**src/rtl/core/assert_macros.svh**
```systemverilog
// Assertion macros shared by the RTL of the velocity key scanner.
`ifndef ASSERT_MACROS_SVH
`define ASSERT_MACROS_SVH

// Property must hold at every clock edge outside reset.
`define ASSERT_CLK(lbl, prop, msg) \
	lbl: assert property (@(posedge clk) disable iff (!arst_n) (prop)) else $error(msg);

// Condition must never be seen at a clock edge outside reset.
`define ASSERT_NEVER(lbl, cond, msg) \
	lbl: assert property (@(posedge clk) disable iff (!arst_n) !(cond)) else $error(msg);

`endif

```
**src/rtl/core/vks_pkg.sv**
```systemverilog
// Shared types and constants of the velocity key scanner.
package vks_pkg;

	localparam int NUM_KEYS = 128;
	localparam int IDX_W    = $clog2(NUM_KEYS);
	localparam int KEY_W    = 7;
	localparam logic [KEY_W:0] KEY_LIMIT = (KEY_W+1)'(NUM_KEYS);

	localparam int TIME_W = 32;
	localparam int TW_W   = 16;
	localparam int VEL_W  = 7;
	localparam int CH_W   = 4;
	localparam int CFG_W  = 16;
	localparam int CFG_IDX_W = 3;
	localparam int DIV_W  = TW_W + VEL_W;

	localparam logic [7:0] STATUS_NOTE_ON = 8'h90;
	localparam logic [7:0] PITCH_MAX      = 8'd127;

	localparam logic [TW_W-1:0]  TW_MIN_RST  = 16'd8;
	localparam logic [TW_W-1:0]  TW_MAX_RST  = 16'd28;
	localparam logic [VEL_W-1:0] VEL_MIN_RST = 7'd127;
	localparam logic [VEL_W-1:0] VEL_MAX_RST = 7'd54;
	localparam logic [CH_W-1:0]  CHAN_RST    = 4'd0;
	localparam logic [VEL_W-1:0] OFFS_RST    = 7'd19;

	typedef enum logic [CFG_IDX_W-1:0] {
		REG_TW_MIN  = 3'd0,
		REG_TW_MAX  = 3'd1,
		REG_VEL_MIN = 3'd2,
		REG_VEL_MAX = 3'd3,
		REG_CHANNEL = 3'd4,
		REG_OFFSET  = 3'd5
	} vks_reg_t;

	typedef enum logic [1:0] {
		BYTE_STATUS,
		BYTE_PITCH,
		BYTE_VEL
	} vks_byte_t;

	typedef struct packed {
		logic      capture;
		logic      wr_first;
		logic      wr_second;
		logic      ld_diff;
		logic      ld_prep;
		logic      ld_mul;
		logic      div_step;
		logic      ld_vel;
		logic      vel_zero;
		logic      emit;
		vks_byte_t byte_sel;
	} vks_cmd_t;

	typedef struct packed {
		logic in_range;
		logic is_first;
		logic changed;
		logic level;
		logic out_free;
	} vks_stat_t;

endpackage

```
**src/rtl/core/vks_dp.sv**
```systemverilog
// Datapath: config registers, key state, contact time memory, velocity math, output register.
module vks_dp import vks_pkg::*; (
	input  logic                 clk,
	input  logic                 arst_n,
	input  logic                 cfg_wr_en,
	input  logic [CFG_IDX_W-1:0] cfg_index,
	input  logic [CFG_W-1:0]     cfg_data,
	input  logic [KEY_W-1:0]     key_index,
	input  logic                 contact_select,
	input  logic                 contact_level,
	input  logic [TIME_W-1:0]    time_ms,
	output logic                 out_valid,
	input  logic                 out_stall,
	output logic [7:0]           midi_byte,
	output logic                 last_byte,
	input  vks_cmd_t             cmd,
	output vks_stat_t            stat
);

	logic [TW_W-1:0]  tw_min_q, tw_max_q;
	logic [VEL_W-1:0] vel_min_q, vel_max_q, offset_q;
	logic [CH_W-1:0]  chan_q;

	logic [KEY_W-1:0]  key_q;
	logic              sel_q, level_q;
	logic [TIME_W-1:0] now_q;

	logic [NUM_KEYS-1:0] lvl1_q, lvl2_q, tvld_q;
	logic [TIME_W-1:0]   time_mem [NUM_KEYS];
	logic [TIME_W-1:0]   trd_q;
	logic                tvld_rd_q;

	logic [TIME_W-1:0] diff_q;
	logic [TW_W-1:0]   c_q, r_q;
	logic [VEL_W-1:0]  span_q, quo_q, vel_q;
	logic              up_q, inv_q;
	logic [DIV_W-1:0]  rem_q, dvs_q;

	logic              out_valid_q, last_q;
	logic [7:0]        byte_q;

	logic [IDX_W-1:0]  idx;
	logic [TIME_W-1:0] base;
	logic              d_lo, d_hi, ge;
	logic [TW_W-1:0]   clamped;
	logic [7:0]        pitch_sum, pitch, byte_d;
	logic [VEL_W-1:0]  vel_calc;

	assign idx = key_q[IDX_W-1:0];

	assign stat.in_range = {1'b0, key_q} < KEY_LIMIT;
	assign stat.is_first = !sel_q;
	assign stat.changed  = sel_q ? (level_q != lvl2_q[idx]) : (level_q != lvl1_q[idx]);
	assign stat.level    = level_q;
	assign stat.out_free = !out_valid_q || !out_stall;

	// never-written time entries read as zero
	assign base = tvld_rd_q ? trd_q : '0;

	assign d_lo = diff_q < TIME_W'(tw_min_q);
	assign d_hi = diff_q > TIME_W'(tw_max_q);
	assign clamped = d_lo ? tw_min_q : (d_hi ? tw_max_q : diff_q[TW_W-1:0]);

	assign ge = rem_q >= dvs_q;

	always_comb begin
		if (inv_q)
			vel_calc = '0;
		else if (r_q == '0)
			vel_calc = vel_min_q;
		else if (up_q)
			vel_calc = vel_min_q + quo_q;
		else
			vel_calc = vel_min_q - quo_q;
	end

	assign pitch_sum = {1'b0, key_q} + {1'b0, offset_q};
	assign pitch     = (pitch_sum > PITCH_MAX) ? PITCH_MAX : pitch_sum;

	always_comb begin
		case (cmd.byte_sel)
			BYTE_STATUS: byte_d = STATUS_NOTE_ON + {4'b0, chan_q};
			BYTE_PITCH:  byte_d = pitch;
			BYTE_VEL:    byte_d = {1'b0, vel_q};
			default:     byte_d = '0;
		endcase
	end

	always_ff @(posedge clk or negedge arst_n) begin
		if (!arst_n) begin
			tw_min_q  <= TW_MIN_RST;
			tw_max_q  <= TW_MAX_RST;
			vel_min_q <= VEL_MIN_RST;
			vel_max_q <= VEL_MAX_RST;
			chan_q    <= CHAN_RST;
			offset_q  <= OFFS_RST;
		end else if (cfg_wr_en) begin
			unique case (cfg_index)
				REG_TW_MIN:  tw_min_q  <= cfg_data[TW_W-1:0];
				REG_TW_MAX:  tw_max_q  <= cfg_data[TW_W-1:0];
				REG_VEL_MIN: vel_min_q <= cfg_data[VEL_W-1:0];
				REG_VEL_MAX: vel_max_q <= cfg_data[VEL_W-1:0];
				REG_CHANNEL: chan_q    <= cfg_data[CH_W-1:0];
				REG_OFFSET:  offset_q  <= cfg_data[VEL_W-1:0];
				default: ;
			endcase
		end
	end

	always_ff @(posedge clk or negedge arst_n) begin
		if (!arst_n) begin
			lvl1_q <= '0;
			lvl2_q <= '0;
			tvld_q <= '0;
		end else begin
			if (cmd.wr_first) begin
				lvl1_q[idx] <= level_q;
				tvld_q[idx] <= 1'b1;
			end
			if (cmd.wr_second)
				lvl2_q[idx] <= level_q;
		end
	end

	// contact time memory: one write port, one registered read port
	always_ff @(posedge clk) begin
		if (cmd.wr_first)
			time_mem[idx] <= now_q;
		if (cmd.capture) begin
			trd_q     <= time_mem[key_index[IDX_W-1:0]];
			tvld_rd_q <= tvld_q[key_index[IDX_W-1:0]];
		end
	end

	always_ff @(posedge clk) begin
		if (cmd.capture) begin
			key_q   <= key_index;
			sel_q   <= contact_select;
			level_q <= contact_level;
			now_q   <= time_ms;
		end
		if (cmd.ld_diff)
			diff_q <= now_q - base;
		if (cmd.ld_prep) begin
			c_q    <= clamped - tw_min_q;
			r_q    <= tw_max_q - tw_min_q;
			inv_q  <= tw_min_q > tw_max_q;
			up_q   <= vel_max_q > vel_min_q;
			span_q <= (vel_max_q > vel_min_q) ? vel_max_q - vel_min_q : vel_min_q - vel_max_q;
		end
		if (cmd.ld_mul) begin
			rem_q <= DIV_W'(c_q) * DIV_W'(span_q);
			dvs_q <= DIV_W'(r_q) << (VEL_W - 1);
			quo_q <= '0;
		end
		// restoring divide, one quotient bit per step, MSB first
		if (cmd.div_step) begin
			if (ge)
				rem_q <= rem_q - dvs_q;
			dvs_q <= dvs_q >> 1;
			quo_q <= {quo_q[VEL_W-2:0], ge};
		end
		if (cmd.ld_vel)
			vel_q <= vel_calc;
		else if (cmd.vel_zero)
			vel_q <= '0;
		if (cmd.emit) begin
			byte_q <= byte_d;
			last_q <= cmd.byte_sel == BYTE_VEL;
		end
	end

	always_ff @(posedge clk or negedge arst_n) begin
		if (!arst_n)
			out_valid_q <= 1'b0;
		else if (cmd.emit)
			out_valid_q <= 1'b1;
		else if (!out_stall)
			out_valid_q <= 1'b0;
	end

	assign out_valid = out_valid_q;
	assign midi_byte = byte_q;
	assign last_byte = last_q;

endmodule

```
**src/rtl/core/vks_ctrl.sv**
```systemverilog
// Controller state machine: sequences lookup, velocity math and the three output bytes.
module vks_ctrl import vks_pkg::*; (
	input  logic      clk,
	input  logic      arst_n,
	input  logic      in_valid,
	output logic      in_stall,
	input  vks_stat_t stat,
	output vks_cmd_t  cmd
);

	typedef enum logic [3:0] {
		S_IDLE,
		S_EVAL,
		S_CLAMP,
		S_MUL,
		S_DIV,
		S_FIN,
		S_OUT0,
		S_OUT1,
		S_OUT2
	} state_t;

	localparam logic [2:0] LAST_STEP = 3'(VEL_W - 1);

	state_t     state_q, state_d;
	logic [2:0] cnt_q;

	assign in_stall = state_q != S_IDLE;

	always_comb begin
		cmd      = '0;
		cmd.byte_sel = BYTE_STATUS;
		state_d  = state_q;
		unique case (state_q)
			S_IDLE: begin
				cmd.capture = in_valid;
				if (in_valid)
					state_d = S_EVAL;
			end
			S_EVAL: begin
				state_d = S_IDLE;
				if (stat.in_range && stat.changed) begin
					if (stat.is_first) begin
						cmd.wr_first = 1'b1;
					end else begin
						cmd.wr_second = 1'b1;
						if (stat.level) begin
							cmd.ld_diff = 1'b1;
							state_d = S_CLAMP;
						end else begin
							cmd.vel_zero = 1'b1;
							state_d = S_OUT0;
						end
					end
				end
			end
			S_CLAMP: begin
				cmd.ld_prep = 1'b1;
				state_d = S_MUL;
			end
			S_MUL: begin
				cmd.ld_mul = 1'b1;
				state_d = S_DIV;
			end
			S_DIV: begin
				cmd.div_step = 1'b1;
				if (cnt_q == LAST_STEP)
					state_d = S_FIN;
			end
			S_FIN: begin
				cmd.ld_vel = 1'b1;
				state_d = S_OUT0;
			end
			S_OUT0: begin
				cmd.byte_sel = BYTE_STATUS;
				cmd.emit = stat.out_free;
				if (stat.out_free)
					state_d = S_OUT1;
			end
			S_OUT1: begin
				cmd.byte_sel = BYTE_PITCH;
				cmd.emit = stat.out_free;
				if (stat.out_free)
					state_d = S_OUT2;
			end
			S_OUT2: begin
				cmd.byte_sel = BYTE_VEL;
				cmd.emit = stat.out_free;
				if (stat.out_free)
					state_d = S_IDLE;
			end
			default: state_d = S_IDLE;
		endcase
	end

	always_ff @(posedge clk or negedge arst_n) begin
		if (!arst_n) begin
			state_q <= S_IDLE;
			cnt_q   <= '0;
		end else begin
			state_q <= state_d;
			if (state_q == S_DIV)
				cnt_q <= cnt_q + 3'd1;
			else
				cnt_q <= '0;
		end
	end

endmodule

```
**src/rtl/core/velocity_key_scanner_midi.sv**
```systemverilog
// Velocity key scanner top level: turns contact readings into MIDI note-on bytes.
//
// Each input transfer is one contact reading of one key. A first-contact reading passes
// through capture and state update. A second-contact release passes through capture and
// state update, then the three output byte transfers. A press passes through capture,
// time difference, clamp, one multiply, a seven-step restoring divide that yields one
// quotient bit per cycle and velocity load, then the three byte transfers.
// One reading is in work at a time; the last byte waits in the output register while the
// next reading is taken. Contact levels and the contact-time valid bits are flops
// cleared by reset; the contact-time memory needs no clearing pass.
`include "assert_macros.svh"

module velocity_key_scanner_midi import vks_pkg::*; (
	input  logic                 clk,
	input  logic                 arst_n,
	input  logic                 cfg_wr_en,
	input  logic [CFG_IDX_W-1:0] cfg_index,
	input  logic [CFG_W-1:0]     cfg_data,
	input  logic                 in_valid,
	output logic                 in_stall,
	input  logic [KEY_W-1:0]     key_index,
	input  logic                 contact_select,
	input  logic                 contact_level,
	input  logic [TIME_W-1:0]    time_ms,
	output logic                 out_valid,
	input  logic                 out_stall,
	output logic [7:0]           midi_byte,
	output logic                 last_byte
);

	vks_cmd_t  cmd;
	vks_stat_t stat;

	vks_ctrl u_ctrl (
		.clk      (clk),
		.arst_n   (arst_n),
		.in_valid (in_valid),
		.in_stall (in_stall),
		.stat     (stat),
		.cmd      (cmd)
	);

	vks_dp u_dp (
		.clk            (clk),
		.arst_n         (arst_n),
		.cfg_wr_en      (cfg_wr_en),
		.cfg_index      (cfg_index),
		.cfg_data       (cfg_data),
		.key_index      (key_index),
		.contact_select (contact_select),
		.contact_level  (contact_level),
		.time_ms        (time_ms),
		.out_valid      (out_valid),
		.out_stall      (out_stall),
		.midi_byte      (midi_byte),
		.last_byte      (last_byte),
		.cmd            (cmd),
		.stat           (stat)
	);

	`ASSERT_CLK(a_emit_free, cmd.emit |-> stat.out_free, "byte loaded over a pending byte")
	`ASSERT_CLK(a_busy_after, (in_valid && !in_stall) |=> in_stall, "input taken while busy")
	`ASSERT_NEVER(a_wr_excl, cmd.wr_first && cmd.wr_second, "both contact stores written")

endmodule

```
**config.mk**
```make
export PLATFORM = sky130hd
export DESIGN_NAME = velocity_key_scanner_midi
export DESIGN_NICKNAME = d
export VERILOG_FILES = /design/src/rtl/core/vks_pkg.sv /design/src/rtl/core/vks_dp.sv /design/src/rtl/core/vks_ctrl.sv /design/src/rtl/core/velocity_key_scanner_midi.sv
export VERILOG_INCLUDE_DIRS = /design/src /design/src/rtl/core
export SDC_FILE = /design/constraint.sdc
export NUM_CORES = 2
export LEC_CHECK = 0
export BUFFER_PORTS_ARGS = -buffer_cell sky130_fd_sc_hd__buf_2
export CAP_MARGIN = 20
export CORE_UTILIZATION = 57
export CTS_BUF_LIST = sky130_fd_sc_hd__clkbuf_16
export DETAILED_ROUTE_END_ITERATION = 8
export GPL_TIMING_DRIVEN = 0
export PLACE_DENSITY_LB_ADDON = 0.12
export REMOVE_ABC_BUFFERS = 1
export SYNTH_ARGS = -nofsm -noshare
export SYNTH_HDL_FRONTEND = slang
export SYNTH_HIERARCHICAL = 1
export SYNTH_SLANG_ARGS = --single-unit
```
**constraint.sdc**
```tcl
create_clock -name clk -period 9.5 [get_ports clk]
set_clock_uncertainty 0.05 [all_clocks]
set_input_delay 0.475 -clock clk [delete_from_list [all_inputs] [get_ports clk]]
set_output_delay 0.475 -clock clk [all_outputs]
set_load 0.02 [all_outputs]
```
==> impl_metrics.json <==
{
  "reg2regPathDepth": 20,
  "drcViolationCount": 0,
  "dieWidth_um": 582.3,
  "met1_length_um": 192800,
  "period_share_pct": 78.34,
  "placed_area_mm2": 0.2065,
  "setup_tns_ns": 0,
  "comb_power_share_pct": 16.6,
  "stdcell_area_mm2": 0.2223,
  "cts_max_level": 5,
  "r2r_end": "u_dp/time_mem[45][6]",
  "r2r-start": "u_dp/idx[1]",
  "switching_share_pct": 26.00,
  "drt-initial-drc-count": 12577,
  "relSlewSlack_pct": 22.45,
  "dr_wl_met2_um": 229600,
  "wl_per_cell_um": 33.55,
  "clock_sinks": 4760,
  "finalHoldViolations": 0,
  "root_buffer": "clkbuf_16",
  "drv_cap": 0,
  "synth-seq-cells": 4760,
  "cts_buffer_depth": 4,
  "num_rows": 212,
  "drtAntennaViolNets": 0,
  "p_int_mw": 37.22,
  "synth_cell_types": 82,
  "switchingPower_mw": 13.08,
  "final_common_cell": "edfxtp_1",
  "yosysSeqAreaShare_pct": 73.19,
  "setup_viol": 0,
  "cp-endpoint": "u_dp/time_mem[45][6]",
  "syn_inst": 9306,
  "io_pins": 76,
  "synth_top_cell_by_area": "edfxtp_1",
  "rsz0062_at_grt": "false",
  "drt_wl_total_um": 492000,
  "place_hpwl_um": 307300,
  "async_flop_share_pct": 9.433,
  "initial_core_util_pct": 57.43,
  "wl_met3_um": 50970,
  "cts-buffers-inserted": 465,
  "powerDensity_mw_per_mm2": 226.3,
  "top_layer_used": "met5",
  "avgSynthCellArea_um2": 20.63,
  "final_cell_mix": "edfxtp_1, mux4_2, clkbuf_16, dfrtp_1, nand2_1",
  "fp.coreArea_mm2": 0.3342,
  "vias_per_cell": 6.634,
  "ys.flop_type": "edfxtp_1",
  "synth_top_cell_area_share_pct": 67.08,
  "synth_enable_flop_cells": 4288,
  "dieArea_mm2": 0.3391,
  "tightest_slew_ns": 1.163,
  "antenna_found_initial": 28,
  "grt_overflow": 0,
  "clock_power_share_pct": 35.6,
  "power.leakage_nw": 75.25,
  "clock_latency_ns": 0.98,
  "p_seq_share_pct": 47.8,
  "status": "finished clean",
  "tritoncts": "done",
  "drv_slew": 0,
  "yosys-top-cells-area": "edfxtp_1, mux4_2, dfrtp_1, mux2_2, ha_1",
  "drt_pass1_iterations": 8,
  "hp-class": "in -> reg",
  "cp-end-kind": "register",
  "fin_util_pct": 66.52,
  "grt_max_degree": 138,
  "gp_congestion": 0.8796,
  "yosysWarnings": 6,
  "area_growth_pct": 15.82,
  "track_usage_pct": 29.16,
  "fin_nets": 10178,
  "cp_data_required_time_ns": 10.09,
  "regToRegSetupSlack_ns": 2.06,
  "fmax_mhz": 134.4,
  "syn_area_mm2": 0.1919,
  "cp_data_arrival_time_ns": 8.03,
  "vias": 97276,
  "worstPathMaxFanout": 25,
  "critPathLaunchType": "register",
  "irDropWorstVdd_mv": 0.2858,
  "period_minus_slack_ns": 7.442,
  "layout-drive-gt1-share_pct": 29.88,
  "crit_start": "u_dp/idx[1]",
  "criticalPathCategory": "reg -> reg",
  "grt_pass1_vias": 97906,
  "grt_pass1_wl_um": 701600,
  "cts.clk_slew.worst_paths_ns": 0.07,
  "portBuffers": 75,
  "dieHeight_um": 582.3
}
## power by group through the flow
stage / logic (mW) / clock network, mW / registers (mW)
after floorplan: 5.00 / 0 / 24.7
after global placement: 8.28 / 0 / 25.2
after detailed placement: 8.20 / 0 / 24.5
after CTS: 8.32 / 18.1 / 24.0
after global routing: 9.21 / 18.9 / 24.1
final: 8.38 / 17.9 / 24.0
## through the flow
step | hold WS (ns) | setup WS (ns) | power [mW] | cells
2_1_floorplan | 0.1294 | 2.458 | 29.68 | 8831
3_3_place_gp | 0.3940 | -26.55 | 33.50 | 13293
3_5_place_dp | 0.3920 | 1.449 | 32.67 | 13689
4_1_cts | 0.09920 | 1.409 | 50.48 | 14632
5_1_grt | 0.1348 | 1.973 | 52.19 | 14645
6_report | 0.1532 | 2.058 | 50.30 | 14664
## worst min-delay path by stage
stage                     slack, ns  cells past startpoint                to            start
after floorplan                0.13                      0   u_ctrl/cnt_q[0]           arst_n
after global placement         0.39                      1   u_ctrl/cnt_q[0]  u_ctrl/cnt_q[0]
after detailed placement       0.39                      1  u_dp/tvld_q[114]           arst_n
after CTS                       0.1                      2     u_dp/now_q[7]       time_ms[7]
after global routing           0.13                      2     u_dp/now_q[1]       time_ms[1]
final                          0.15                      1       u_dp/idx[5]     key_index[5]
## cell families after synthesis
family                     Yosys count  synth area share (%)
xor gates and xnor gates           107                0.4882
buffers and inverters              670                 1.385
and+or+nand+nor                   1172                 2.930
other                                1              0.001954
adders and majority gates          262                 2.009
DFF                               4760                 73.19
muxes                             1633                 17.72
AOI/OAI and AO/OA                  701                 2.278
## state kept, by name, summed over array words and instances, names as in the netlist, 8 cells and up
| name | flops |
|---|---|
| u_dp/c_q | 16 |
| u_dp/tw_max_q | 16 |
| u_dp/dvs_q | 22 |
| u_dp/midi_byte | 8 |
| u_dp/now_q | 32 |
| u_dp/lvl1_q | 128 |
| u_dp/trd_q | 32 |
| u_dp/lvl2_q | 128 |
| u_dp/tvld_q | 128 |
| u_dp/r_q | 16 |
| u_dp/tw_min_q | 16 |
| u_dp/rem_q | 23 |
| u_dp/diff_q | 32 |
| u_dp/time_mem | 4096 |
## cell usage after synthesis, types with 19 or more instances
| cell | instances |
|---|---|
| a211oi_1 | 19 |
| a21o_1 | 48 |
| a21oi_1 | 150 |
| a22oi_1 | 70 |
| and2_1 | 109 |
| buf_1 | 54 |
| buf_2 | 96 |
| clkbuf_1 | 321 |
| dfrtp_1 | 431 |
| dfxtp_1 | 23 |
| edfxtp_1 | 4288 |
| fa_1 | 77 |
| ha_1 | 185 |
| inv_1 | 195 |
| mux2_2 | 220 |
| mux2i_1 | 23 |
| mux4_2 | 1390 |
| nand2_1 | 334 |
| nand2b_1 | 26 |
| nand3_1 | 150 |
| nor2_1 | 277 |
| nor2b_1 | 32 |
| nor3_1 | 30 |
| o21ai_0 | 255 |
| or2_2 | 133 |
| xnor2_1 | 74 |
| xor2_1 | 33 |
## critical path: stages, from the launching register on
cell and delay [ns]:
edfxtp_1 0.63, buf_16 0.28, buf_16 0.18, nor2b_1 0.31, buf_4 0.28, and2_2 0.86, a22oi_1 0.15, nand4_1 0.17
o22ai_1 0.14, o211ai_1 0.53, o21ai_0 0.21, o2111ai_1 0.22, o21ai_1 0.22, xnor2_1 0.24, nand3_1 0.10, nor3_1 0.47
clkbuf_2 0.30, nand2_2 0.29, buf_12 0.34, nor2_4 0.75, buf_12 0.30
## layout make-up
type	count	area (um2)
diodes	23	57.56
multi-input cells	3876	49870
fillers	20887	111900
clock buffers	478	11960
inverters	195	732.0
repair buffers	553	10850
clock inverters	392	2882
well taps	4387	5489
flip-flops and latches	4760	140500
## layer usage
metal,track usage [%],vias up
met5,0,-
met4,9.737,2
met3,6.809,866
met2,44.58,5030
met1,42.04,52057
li1,-,39321
## timing repair
item | CTS | global route
hold buffers | 73 | 0
endpoints found under the hold margin | 244 | 0
endpoints found under the setup margin | 0 | 0
setup buffers | 0 | 0
resized for setup | 0 | 0
No activity file was read; power rests on OpenSTA's default activity.
